==> src/sv/sps_pkg.sv <==
`default_nettype none
package sps_pkg;

    localparam int MAX_GOLOMB_ZEROS   = 31;
    localparam int SCALING_FLAG_COUNT = 8;

    localparam logic [2:0] ST_OK        = 3'd0;
    localparam logic [2:0] ST_NOT_SPS   = 3'd1;
    localparam logic [2:0] ST_TRUNC     = 3'd2;
    localparam logic [2:0] ST_LONG      = 3'd3;
    localparam logic [2:0] ST_OVER      = 3'd4;
    localparam logic [2:0] ST_ZERO_TICK = 3'd5;
    localparam logic [2:0] ST_SCALING   = 3'd6;

    typedef enum logic [5:0] {
        S_HDR, S_PROFILE, S_CONSTR, S_LEVEL, S_SPSID, S_CHROMA, S_RESID,
        S_BDL, S_BDC, S_BYPASS, S_SMP, S_SLF, S_LOG2FN, S_POCT, S_LOG2POC,
        S_DPOAZ, S_OFFNR, S_OFFTB, S_NREFCYC, S_OFFREF, S_NUMREF, S_GAPS,
        S_WIDTH, S_HEIGHT, S_FMO, S_MBAFF, S_D8, S_CROP, S_CROPOFF, S_VUI,
        S_ARP, S_ARIDC, S_SAR, S_OVP, S_OVA, S_VST, S_VFMT, S_COLOUR,
        S_CLOC, S_CLOCVAL, S_TIMING, S_TICK, S_TSCALE, S_FIXED, S_DONE
    } syn_t;

    function automatic logic [5:0] step_width(input syn_t s);
        case (s)
            S_HDR, S_PROFILE, S_CONSTR, S_LEVEL, S_ARIDC: step_width = 6'd8;
            S_RESID, S_BYPASS, S_SMP, S_SLF, S_DPOAZ, S_GAPS, S_FMO, S_MBAFF,
            S_D8, S_CROP, S_VUI, S_ARP, S_OVP, S_OVA, S_VST, S_CLOC,
            S_TIMING, S_FIXED: step_width = 6'd1;
            S_VFMT: step_width = 6'd5;
            S_COLOUR: step_width = 6'd24;
            S_SAR, S_TICK, S_TSCALE: step_width = 6'd32;
            default: step_width = 6'd0;
        endcase
    endfunction

    typedef struct packed {
        logic load_byte;
        logic shift_bit;
        logic div_start;
        logic emit;
    } sps_cmd_t;

    typedef struct packed {
        logic bits_empty;
        logic div_busy;
    } sps_sts_t;

endpackage
`default_nettype wire

==> src/sv/sps_div.sv <==
`default_nettype none
module sps_div
    import sps_pkg::*;
(
    input  wire logic        clk,
    input  wire logic        rst_n,
    input  wire logic        start,
    input  wire logic [31:0] dividend,
    input  wire logic [31:0] divisor,
    output logic             busy,
    output logic [31:0]      quotient
);

    logic [31:0] q_reg, q_next;
    logic [31:0] r_reg, r_next;
    logic [31:0] d_reg, d_next;
    logic [5:0]  cnt_reg, cnt_next;
    logic [33:0] trial;

    always_comb
    begin
        q_next = q_reg;
        r_next = r_reg;
        d_next = d_reg;
        cnt_next = cnt_reg;
        trial = {1'b0, r_reg, q_reg[31]} - {2'b00, d_reg};
        if (start)
        begin
            q_next = dividend;
            r_next = '0;
            d_next = divisor;
            cnt_next = 6'd32;
        end
        else if (cnt_reg != 6'd0)
        begin
            if (!trial[33])
            begin
                r_next = trial[31:0];
                q_next = {q_reg[30:0], 1'b1};
            end
            else
            begin
                r_next = {r_reg[30:0], q_reg[31]};
                q_next = {q_reg[30:0], 1'b0};
            end
            cnt_next = cnt_reg - 6'd1;
        end
    end

    always_ff @(posedge clk or negedge rst_n)
    begin
        if (!rst_n)
            cnt_reg <= '0;
        else
            cnt_reg <= cnt_next;
    end

    always_ff @(posedge clk)
    begin
        q_reg <= q_next;
        r_reg <= r_next;
        d_reg <= d_next;
    end

    assign busy = (cnt_reg != 6'd0);
    assign quotient = q_reg;

endmodule
`default_nettype wire

==> src/sv/sps_datapath.sv <==
`default_nettype none
module sps_datapath
    import sps_pkg::*;
(
    input  wire logic        clk,
    input  wire logic        rst_n,
    input  wire sps_cmd_t    cmd,
    output sps_sts_t         sts,
    input  wire logic [7:0]  nal_byte,
    output logic [15:0]      width_pixels,
    output logic [15:0]      height_pixels,
    output logic [31:0]      frames_per_second,
    output logic [2:0]       status
);

    logic [1:0]  zrun_reg, zrun_next;
    logic [7:0]  sh_reg, sh_next;
    logic [3:0]  nb_reg, nb_next;
    syn_t        step_reg, step_next;
    logic [5:0]  gz_reg, gz_next;
    logic [31:0] acc_reg, acc_next;
    logic [5:0]  bl_reg, bl_next;
    logic [31:0] rep_reg, rep_next;
    logic        hp_reg, hp_next;
    logic [31:0] wm_reg, wm_next, hm_reg, hm_next;
    logic [31:0] tick_reg, tick_next, ts_reg, ts_next;
    logic        fix_reg, fix_next, tim_reg, tim_next;
    logic [2:0]  pst_reg, pst_next;
    logic        done_reg, done_next;
    logic [15:0] wpix_reg, wpix_next, hpix_reg, hpix_next;
    logic [31:0] fps_reg, fps_next;
    logic [2:0]  rst_reg, rst_next;

    logic        b;
    logic [31:0] acc_sh, v;
    logic        fin;
    syn_t        nxt;
    logic        go;
    logic [31:0] rep_dec;
    logic        div_busy;
    logic [31:0] quo;
    logic        over_w, over_h;
    logic [2:0]  st_pre;
    logic [15:0] w_res, h_res;
    logic [31:0] fps_res;
    logic [2:0]  st_res;

    sps_div u_div (
        .clk      (clk),
        .rst_n    (rst_n),
        .start    (cmd.div_start),
        .dividend (ts_reg),
        .divisor  (tick_reg),
        .busy     (div_busy),
        .quotient (quo)
    );

    always_comb
    begin
        zrun_next = zrun_reg; sh_next = sh_reg; nb_next = nb_reg;
        step_next = step_reg; gz_next = gz_reg; acc_next = acc_reg;
        bl_next = bl_reg; rep_next = rep_reg; hp_next = hp_reg;
        wm_next = wm_reg; hm_next = hm_reg; tick_next = tick_reg;
        ts_next = ts_reg; fix_next = fix_reg; tim_next = tim_reg;
        pst_next = pst_reg; done_next = done_reg;
        b = sh_reg[7];
        acc_sh = {acc_reg[30:0], b};
        fin = 1'b0;
        v = '0;
        nxt = S_DONE;
        go = 1'b0;
        rep_dec = rep_reg - 32'd1;

        if (cmd.load_byte)
        begin
            if (zrun_reg == 2'd2 && nal_byte == 8'h03)
            begin
                zrun_next = 2'd0;
                nb_next = 4'd0;
            end
            else
            begin
                zrun_next = (nal_byte != 8'd0) ? 2'd0 :
                            (zrun_reg == 2'd2 ? 2'd2 : zrun_reg + 2'd1);
                sh_next = nal_byte;
                nb_next = 4'd8;
            end
        end
        else if (cmd.shift_bit && nb_reg != 4'd0)
        begin
            sh_next = {sh_reg[6:0], 1'b0};
            nb_next = nb_reg - 4'd1;
            if (!done_reg)
            begin
                if (step_reg == S_DONE)
                    done_next = 1'b1;
                else if (step_width(step_reg) != 6'd0 || bl_reg != 6'd0)
                begin
                    acc_next = acc_sh;
                    bl_next = bl_reg - 6'd1;
                    if (bl_reg == 6'd1)
                    begin
                        fin = 1'b1;
                        if (step_width(step_reg) != 6'd0)
                            v = acc_sh;
                        else
                            v = ((32'd1 << gz_reg[4:0]) - 32'd1) + acc_sh;
                    end
                end
                else if (!b)
                begin
                    gz_next = gz_reg + 6'd1;
                    if (gz_reg == 6'(MAX_GOLOMB_ZEROS))
                    begin
                        pst_next = ST_LONG;
                        done_next = 1'b1;
                    end
                end
                else if (gz_reg == 6'd0)
                begin
                    fin = 1'b1;
                    v = '0;
                end
                else
                begin
                    bl_next = gz_reg;
                    acc_next = '0;
                end
            end
        end

        if (fin)
        begin
            go = 1'b1;
            case (step_reg)
                S_HDR:
                    if (v[4:0] != 5'd7)
                    begin
                        go = 1'b0;
                        pst_next = ST_NOT_SPS;
                        done_next = 1'b1;
                    end
                    else nxt = S_PROFILE;
                S_PROFILE:
                begin
                    hp_next = (v == 32'd100 || v == 32'd110 || v == 32'd122 ||
                               v == 32'd144);
                    nxt = S_CONSTR;
                end
                S_CONSTR:  nxt = S_LEVEL;
                S_LEVEL:   nxt = S_SPSID;
                S_SPSID:   nxt = hp_reg ? S_CHROMA : S_LOG2FN;
                S_CHROMA:  nxt = (v == 32'd3) ? S_RESID : S_BDL;
                S_RESID:   nxt = S_BDL;
                S_BDL:     nxt = S_BDC;
                S_BDC:     nxt = S_BYPASS;
                S_BYPASS:  nxt = S_SMP;
                S_SMP:
                begin
                    rep_next = '0;
                    nxt = (v != 0) ? S_SLF : S_LOG2FN;
                end
                S_SLF:
                    if (v != 0)
                    begin
                        go = 1'b0;
                        pst_next = ST_SCALING;
                        done_next = 1'b1;
                    end
                    else
                    begin
                        rep_next = rep_reg + 32'd1;
                        nxt = (rep_reg + 32'd1 >= 32'(SCALING_FLAG_COUNT)) ?
                              S_LOG2FN : S_SLF;
                    end
                S_LOG2FN:  nxt = S_POCT;
                S_POCT:    nxt = (v == 0) ? S_LOG2POC :
                                 ((v == 32'd1) ? S_DPOAZ : S_NUMREF);
                S_LOG2POC: nxt = S_NUMREF;
                S_DPOAZ:   nxt = S_OFFNR;
                S_OFFNR:   nxt = S_OFFTB;
                S_OFFTB:   nxt = S_NREFCYC;
                S_NREFCYC:
                begin
                    rep_next = v;
                    nxt = (v == 0) ? S_NUMREF : S_OFFREF;
                end
                S_OFFREF, S_CROPOFF, S_CLOCVAL:
                begin
                    rep_next = rep_dec;
                    if (rep_dec != 0)
                        nxt = step_reg;
                    else if (step_reg == S_OFFREF)
                        nxt = S_NUMREF;
                    else if (step_reg == S_CROPOFF)
                        nxt = S_VUI;
                    else
                        nxt = S_TIMING;
                end
                S_NUMREF:  nxt = S_GAPS;
                S_GAPS:    nxt = S_WIDTH;
                S_WIDTH:
                begin
                    wm_next = v;
                    nxt = S_HEIGHT;
                end
                S_HEIGHT:
                begin
                    hm_next = v;
                    nxt = S_FMO;
                end
                S_FMO:     nxt = (v != 0) ? S_D8 : S_MBAFF;
                S_MBAFF:   nxt = S_D8;
                S_D8:      nxt = S_CROP;
                S_CROP:
                begin
                    rep_next = 32'd4;
                    nxt = (v != 0) ? S_CROPOFF : S_VUI;
                end
                S_VUI:     nxt = (v != 0) ? S_ARP : S_DONE;
                S_ARP:     nxt = (v != 0) ? S_ARIDC : S_OVP;
                S_ARIDC:   nxt = (v == 32'd255) ? S_SAR : S_OVP;
                S_SAR:     nxt = S_OVP;
                S_OVP:     nxt = (v != 0) ? S_OVA : S_VST;
                S_OVA:     nxt = S_VST;
                S_VST:     nxt = (v != 0) ? S_VFMT : S_CLOC;
                S_VFMT:    nxt = v[0] ? S_COLOUR : S_CLOC;
                S_COLOUR:  nxt = S_CLOC;
                S_CLOC:
                begin
                    rep_next = 32'd2;
                    nxt = (v != 0) ? S_CLOCVAL : S_TIMING;
                end
                S_TIMING:
                begin
                    tim_next = (v != 0);
                    nxt = (v != 0) ? S_TICK : S_DONE;
                end
                S_TICK:
                begin
                    tick_next = v;
                    nxt = S_TSCALE;
                end
                S_TSCALE:
                begin
                    ts_next = v;
                    nxt = S_FIXED;
                end
                S_FIXED:
                begin
                    fix_next = v[0];
                    nxt = S_DONE;
                end
                default:   nxt = S_DONE;
            endcase
            if (go)
            begin
                step_next = nxt;
                bl_next = step_width(nxt);
                acc_next = '0;
                gz_next = '0;
                if (nxt == S_DONE)
                    done_next = 1'b1;
            end
        end

        if (cmd.emit)
        begin
            zrun_next = '0; hp_next = 1'b0; rep_next = '0; wm_next = '0;
            hm_next = '0; tick_next = '0; ts_next = '0; fix_next = 1'b0;
            tim_next = 1'b0; pst_next = ST_OK; done_next = 1'b0;
            step_next = S_HDR; bl_next = step_width(S_HDR);
            acc_next = '0; gz_next = '0; nb_next = '0;
        end
    end

    always_comb
    begin
        wpix_next = wpix_reg;
        hpix_next = hpix_reg;
        fps_next = fps_reg;
        rst_next = rst_reg;
        if (cmd.emit)
        begin
            wpix_next = w_res;
            hpix_next = h_res;
            fps_next = fps_res;
            rst_next = st_res;
        end
    end

    always_ff @(posedge clk or negedge rst_n)
    begin
        if (!rst_n)
        begin
            zrun_reg <= '0; nb_reg <= '0; step_reg <= S_HDR; gz_reg <= '0;
            acc_reg <= '0; bl_reg <= step_width(S_HDR); rep_reg <= '0;
            hp_reg <= 1'b0; wm_reg <= '0; hm_reg <= '0; tick_reg <= '0;
            ts_reg <= '0; fix_reg <= 1'b0; tim_reg <= 1'b0; pst_reg <= ST_OK;
            done_reg <= 1'b0;
            wpix_reg <= '0; hpix_reg <= '0; fps_reg <= '0; rst_reg <= ST_OK;
        end
        else
        begin
            zrun_reg <= zrun_next; nb_reg <= nb_next; step_reg <= step_next;
            gz_reg <= gz_next; acc_reg <= acc_next; bl_reg <= bl_next;
            rep_reg <= rep_next; hp_reg <= hp_next; wm_reg <= wm_next;
            hm_reg <= hm_next; tick_reg <= tick_next; ts_reg <= ts_next;
            fix_reg <= fix_next; tim_reg <= tim_next; pst_reg <= pst_next;
            done_reg <= done_next;
            wpix_reg <= wpix_next; hpix_reg <= hpix_next; fps_reg <= fps_next;
            rst_reg <= rst_next;
        end
    end

    always_ff @(posedge clk)
    begin
        sh_reg <= sh_next;
    end

    assign over_w = (wm_reg >= 32'd4095);
    assign over_h = (hm_reg >= 32'd4095);

    always_comb
    begin
        st_pre = done_reg ? pst_reg : ST_TRUNC;
        st_res = st_pre;
        w_res = '0;
        h_res = '0;
        fps_res = '0;
        if (st_pre == ST_OK)
        begin
            w_res = over_w ? 16'hFFFF : {wm_reg[11:0] + 12'd1, 4'd0};
            h_res = over_h ? 16'hFFFF : {hm_reg[11:0] + 12'd1, 4'd0};
            if (tim_reg)
            begin
                if (tick_reg == 32'd0)
                    st_res = ST_ZERO_TICK;
                else
                    fps_res = fix_reg ? {1'b0, quo[31:1]} : quo;
            end
            if (over_w || over_h)
                st_res = ST_OVER;
        end
    end

    assign width_pixels = wpix_reg;
    assign height_pixels = hpix_reg;
    assign frames_per_second = fps_reg;
    assign status = rst_reg;

    assign sts.bits_empty = (nb_reg == 4'd0);
    assign sts.div_busy = div_busy;

endmodule
`default_nettype wire

==> src/sv/sps_ctrl.sv <==
`default_nettype none
module sps_ctrl
    import sps_pkg::*;
(
    input  wire logic     clk,
    input  wire logic     rst_n,
    input  wire logic     in_valid,
    output logic          in_ready,
    input  wire logic     in_last,
    output logic          out_valid,
    input  wire logic     out_ready,
    output sps_cmd_t      cmd,
    input  wire sps_sts_t sts
);

    typedef enum logic [3:0] {
        C_IDLE  = 4'b0001,
        C_SHIFT = 4'b0010,
        C_DIV   = 4'b0100,
        C_WAIT  = 4'b1000
    } ctl_t;

    ctl_t state_reg, state_next;
    logic last_reg, last_next;
    logic ovalid_reg, ovalid_next;

    always_comb
    begin
        state_next = state_reg;
        last_next = last_reg;
        cmd = '0;
        in_ready = (state_reg == C_IDLE);
        out_valid = ovalid_reg;
        ovalid_next = ovalid_reg;
        if (out_ready)
            ovalid_next = 1'b0;
        case (state_reg)
            C_IDLE:
                if (in_valid)
                begin
                    cmd.load_byte = 1'b1;
                    last_next = in_last;
                    state_next = C_SHIFT;
                end
            C_SHIFT:
                if (sts.bits_empty)
                    state_next = last_reg ? C_DIV : C_IDLE;
                else
                    cmd.shift_bit = 1'b1;
            C_DIV:
            begin
                cmd.div_start = 1'b1;
                state_next = C_WAIT;
            end
            C_WAIT:
                if (!sts.div_busy && (!ovalid_reg || out_ready))
                begin
                    cmd.emit = 1'b1;
                    ovalid_next = 1'b1;
                    state_next = C_IDLE;
                end
            default: state_next = C_IDLE;
        endcase
    end

    always_ff @(posedge clk or negedge rst_n)
    begin
        if (!rst_n)
        begin
            state_reg <= C_IDLE;
            last_reg <= 1'b0;
            ovalid_reg <= 1'b0;
        end
        else
        begin
            state_reg <= state_next;
            last_reg <= last_next;
            ovalid_reg <= ovalid_next;
        end
    end

endmodule
`default_nettype wire

==> src/sv/h264_sps_header_parser.sv <==
// A byte is taken in C_IDLE and then parsed one bit per cycle in C_SHIFT.
// No new byte is taken until the syntax machine has shifted out every bit of the last one.
// On the last byte, a radix-2 divider forms the frame rate: C_DIV starts it, and C_WAIT
// registers the result once it ends; a last byte that is a dropped 0x03 is not shifted.
// A result held in the output register stalls the next unit only in C_WAIT, before its emit.
// Reset: rst_n is asynchronous and active low and returns the parser to the NAL header.
`default_nettype none
module h264_sps_header_parser
    import sps_pkg::*;
(
    input  wire logic        clk,
    input  wire logic        rst_n,
    input  wire logic        s_axis_tvalid,
    output logic             s_axis_tready,
    input  wire logic [7:0]  s_axis_tdata,   // nal_byte
    input  wire logic        s_axis_tlast,
    output logic             m_axis_tvalid,
    input  wire logic        m_axis_tready,
    output logic [71:0]      m_axis_tdata,   // width_pixels, height_pixels,
                                             // frames_per_second, status, pad
    output logic             m_axis_tuser    // is_sps
);

    sps_cmd_t    cmd;
    sps_sts_t    sts;
    logic [15:0] w, h;
    logic [31:0] fps;
    logic [2:0]  st;

    sps_ctrl u_ctrl (
        .clk       (clk),
        .rst_n     (rst_n),
        .in_valid  (s_axis_tvalid),
        .in_ready  (s_axis_tready),
        .in_last   (s_axis_tlast),
        .out_valid (m_axis_tvalid),
        .out_ready (m_axis_tready),
        .cmd       (cmd),
        .sts       (sts)
    );

    sps_datapath u_dp (
        .clk               (clk),
        .rst_n             (rst_n),
        .cmd               (cmd),
        .sts               (sts),
        .nal_byte          (s_axis_tdata),
        .width_pixels      (w),
        .height_pixels     (h),
        .frames_per_second (fps),
        .status            (st)
    );

    assign m_axis_tdata = {5'd0, st, fps, h, w};
    assign m_axis_tuser = (st != ST_NOT_SPS);

endmodule
`default_nettype wire

==> config.mk <==
export PLATFORM = sky130hd
export DESIGN_NAME = h264_sps_header_parser
export DESIGN_NICKNAME = d
export VERILOG_FILES = /design/src/sv/sps_pkg.sv /design/src/sv/sps_div.sv /design/src/sv/sps_datapath.sv /design/src/sv/sps_ctrl.sv /design/src/sv/h264_sps_header_parser.sv
export SDC_FILE = /design/constraint.sdc
export NUM_CORES = 1
export LEC_CHECK = 0
export BUFFER_PORTS_ARGS = -buffer_cell sky130_fd_sc_hd__buf_2
export CAP_MARGIN = 20
export CORE_UTILIZATION = 25
export DETAILED_ROUTE_END_ITERATION = 16
export PLACE_DENSITY = 0.45
export SETUP_SLACK_MARGIN = 0.02
export SLEW_MARGIN = 30
export SYNTH_ARGS = -nofsm -noshare
export SYNTH_HDL_FRONTEND = slang
export SYNTH_SLANG_ARGS = --single-unit
==> constraint.sdc <==
create_clock -name clk -period 16.7 [get_ports clk]
set_input_delay 3.34 -clock clk [delete_from_list [all_inputs] [get_ports clk]]
set_output_delay 3.34 -clock clk [all_outputs]
set_load 0.01 [all_outputs]
==> flow_metrics.env <==
export IMPL_status="finished, final reports clean"
export IMPL_setup_slack_ns=9.33
export IMPL_ant_nets=0
export IMPL_r2r_start="u_dp.gz_reg[0]"
export IMPL_grt_antenna_before_repair=3
export IMPL_syn_area_um2=25800
export IMPL_ctsResizeCount=0
export IMPL_critPathKind="flip-flop to flip-flop"
export IMPL_slew_viol_final=0
export IMPL_clockBufferDepth=3
export IMPL_r2r_end="u_dp.bl_reg[0]"
export IMPL_hpwl_um=61600
export IMPL_via_per_inst=5.11
export IMPL_fin_crit_sh=0.441
export IMPL_root_buffer="clkbuf_16"
export IMPL_numCtsBuffers=50
export IMPL_place_ws_ns=9.46
export IMPL_drt_iter0_drc=1746
export IMPL_ys_top_cells_by_count="nand2_1, o21ai_0, dfrtp_1"
export IMPL_cts_setup_buffers=0
export IMPL_detail_route_wl_per_cell_um=19.3
export IMPL_reg2regPathDepth=27
export IMPL_crit_fanout=10
export IMPL_nFillCells=11000
export IMPL_synth_top_cells_by_area="dfrtp_1, edfxtp_1, o21ai_0"
export IMPL_setup_violations=0
export IMPL_crit_path_end="u_dp.bl_reg[0]"
export IMPL_groute_usage_overall=0.164
export IMPL_yosys_area_top_type="dfrtp_1"
export IMPL_dr_pass1_iters=5
export IMPL_synth_main_ff_cell="dfrtp_1"
export IMPL_p_per_area_nw_per_um2=110
export IMPL_yosys_warnings=0
export IMPL_area_growth_synth_to_final_pct=13.8
export IMPL_vias=22900
export IMPL_drv_cap=0
export IMPL_clkLatencyLatePin_ns=0.63
export IMPL_grt_max_degree=97
export IMPL_synth_top_area_frac=0.284
export IMPL_peakVddDrop_uv=84.4
export IMPL_cts_hold_repair_buffers=0
export IMPL_dp_cells=4391
export IMPL_yosysMostFrequentCell="nand2_1"
export IMPL_tightest_slew_ns=0.947
export IMPL_dieArea_um2=105000
export IMPL_routed_wl_um=86400
export IMPL_yosys_register_bits=399
export IMPL_netlist_instances=3106
export IMPL_fin_util=0.288
export IMPL_crit_path_end_kind="flip-flop"
export IMPL_yosysUniqueCellTypes=95
export IMPL_crit_slowest_cell="or4_1"
export IMPL_final_instance_count_excl_fill=4484
export IMPL_die_x_um=323
export IMPL_overflow=0
export IMPL_drcViolationCount=0
export IMPL_grt_pass1_wl_um=135000
export IMPL_rsz0062_at_grt="no"
export IMPL_cts_htree_levels=2
export IMPL_syn_area_per_cell_um2=8.31
export IMPL_path_common_cell="ha_1"
export IMPL_cts_sinks=399
export IMPL_core_um2=102000
export IMPL_p_leak_nw=13.0
export IMPL_synthArstFlopShare=0.739
export IMPL_numPortBuffers=82
export IMPL_core_rowCount=117
export IMPL_io_pins=88
export IMPL_fp_dieH_um=323
export IMPL_synth_edf_count=72
export IMPL_nNetsFinal=3209
export IMPL_fin_skew_ns=0.0244
export IMPL_finalHoldViolations=0
export IMPL_max_freq_mhz=136
export IMPL_first_global_vias=22200
export IMPL_tns_ns=0
export IMPL_clk_pin_slew_ns=0.06
export IMPL_place_congestion=0.914
export IMPL_required_ns=17.23
export IMPL_yosysSeqAreaShare=0.395
export IMPL_critPathArrivalTime_ns=7.90
export IMPL_startpoint="u_dp.gz_reg[0]"
export IMPL_r2r_slack_ns=9.33
export IMPL_worst_path_largest_cell_delay_ns=0.71
export IMPL_worst_hold_path_type="flip-flop to flip-flop"
export IMPL_min_period_ns=7.37
export IMPL_slew_headroom=0.362
export IMPL_drive_above_1_share=0.0963
export IMPL_crit_path_start_kind="flip-flop"
export IMPL_tritoncts="done"
export IMPL_start_util=0.253
==> logic make-up (layout without fill, tap and decap cells) <==
kind of cell | after synthesis | after routing | share of synthesized area
other cells | 1 | 6 | 0.000145
xor+xnor | 88 | 88 | 0.0299
flops | 399 | 399 | 0.395
compound gates | 861 | 861 | 0.209
fa+ha+maj | 121 | 121 | 0.0592
mux | 72 | 72 | 0.0288
simple gates | 1169 | 1169 | 0.218
buf+inv | 395 | 400 | 0.0599
==> final cells by class <==
cell class	instances	area, um^2	area share
Inverter	173	649	0.0221
Multi-Input combinational cell	2316	14200	0.483
Sequential cell	399	10200	0.347
Clock buffer	72	1460	0.0496
Tap cell	1368	1710	0.0583
Timing Repair Buffer	135	850	0.0289
Antenna cell	1	2.50	0.0000852
Clock inverter	20	319	0.0109
==> stage by stage <==
step	hold slack (ns)	cell area, um^2	power [mW]
final	0.471	29400	3.22
after global routing	0.493	29400	3.43
after CTS	0.479	29400	3.27
after detailed placement	0.465	27600	2.08
after global placement	0.460	27500	2.07
after floorplan	0.447	25800	1.85
==> worst min-delay path by stage <==
stage	startpoint	endpoint	slack [ns]	depth (start not counted)
after detailed placement	u_dp.frames_per_second[17]	u_dp.frames_per_second[17]	0.47	2
after CTS	u_dp.frames_per_second[17]	u_dp.frames_per_second[17]	0.48	2
after floorplan	u_dp.tick_reg[16]	u_dp.u_div.d_reg[16]	0.45	0
after global placement	u_dp.width_pixels[12]	u_dp.width_pixels[12]	0.46	1
final	u_dp.frames_per_second[17]	u_dp.frames_per_second[17]	0.47	2
after global routing	u_dp.frames_per_second[22]	u_dp.frames_per_second[22]	0.49	2
==> metal layers <==
| metal | share of wire | routed length, um | global-route usage | vias to the layer above |
|---|---|---|---|---|
| met5 | 0 | 0 | 0 | - |
| met1 | 0.46 | 40200 | 0.224 | 11200 |
| met4 | 0.020 | 1700 | 0.0388 | 0 |
| li1 | - | - | - | 11100 |
| met3 | 0.040 | 3420 | 0.0202 | 98 |
| met2 | 0.48 | 41100 | 0.272 | 507 |
==> report_power, final <==
part / switching [mW] / internal (mW)
combinational: 0.466 / 0.357
clock: 0.464 / 0.704
sequential: 0.0940 / 1.13
==> critical path: cells and delay by family, from the launching register on <==
| family | cells | cell delay, ns |
|---|---|---|
| multiplexers | 1 | 0.17 |
| XOR/XNOR | 1 | 0.18 |
| adder cells (fa/ha/maj) | 4 | 1.22 |
| AO/OA/AOI/OAI | 11 | 2.96 |
| buffers and inverters | 3 | 0.26 |
| flip-flops | 1 | 0.46 |
| AND/OR/NAND/NOR | 7 | 2.03 |
==> cells in the final DEF (no fill, tap or decap), drive strengths merged, types with 30 or more instances in the layout <==
master / instances
nor4: 45
a211oi: 41
mux2i: 56
edfxtp: 72
ha: 119
a21oi: 154
nor2: 223
dfxtp: 32
a31oi: 30
xor2: 40
buf: 135
clkbuf: 72
nand2: 371
nand4: 39
a21o: 47
dfrtp: 293
nand2b: 31
and3: 35
o21ai: 350
inv: 175
a22oi: 47
xnor2: 48
nand3: 226
nor3: 71
No activity file was read; power rests on OpenSTA's default activity.
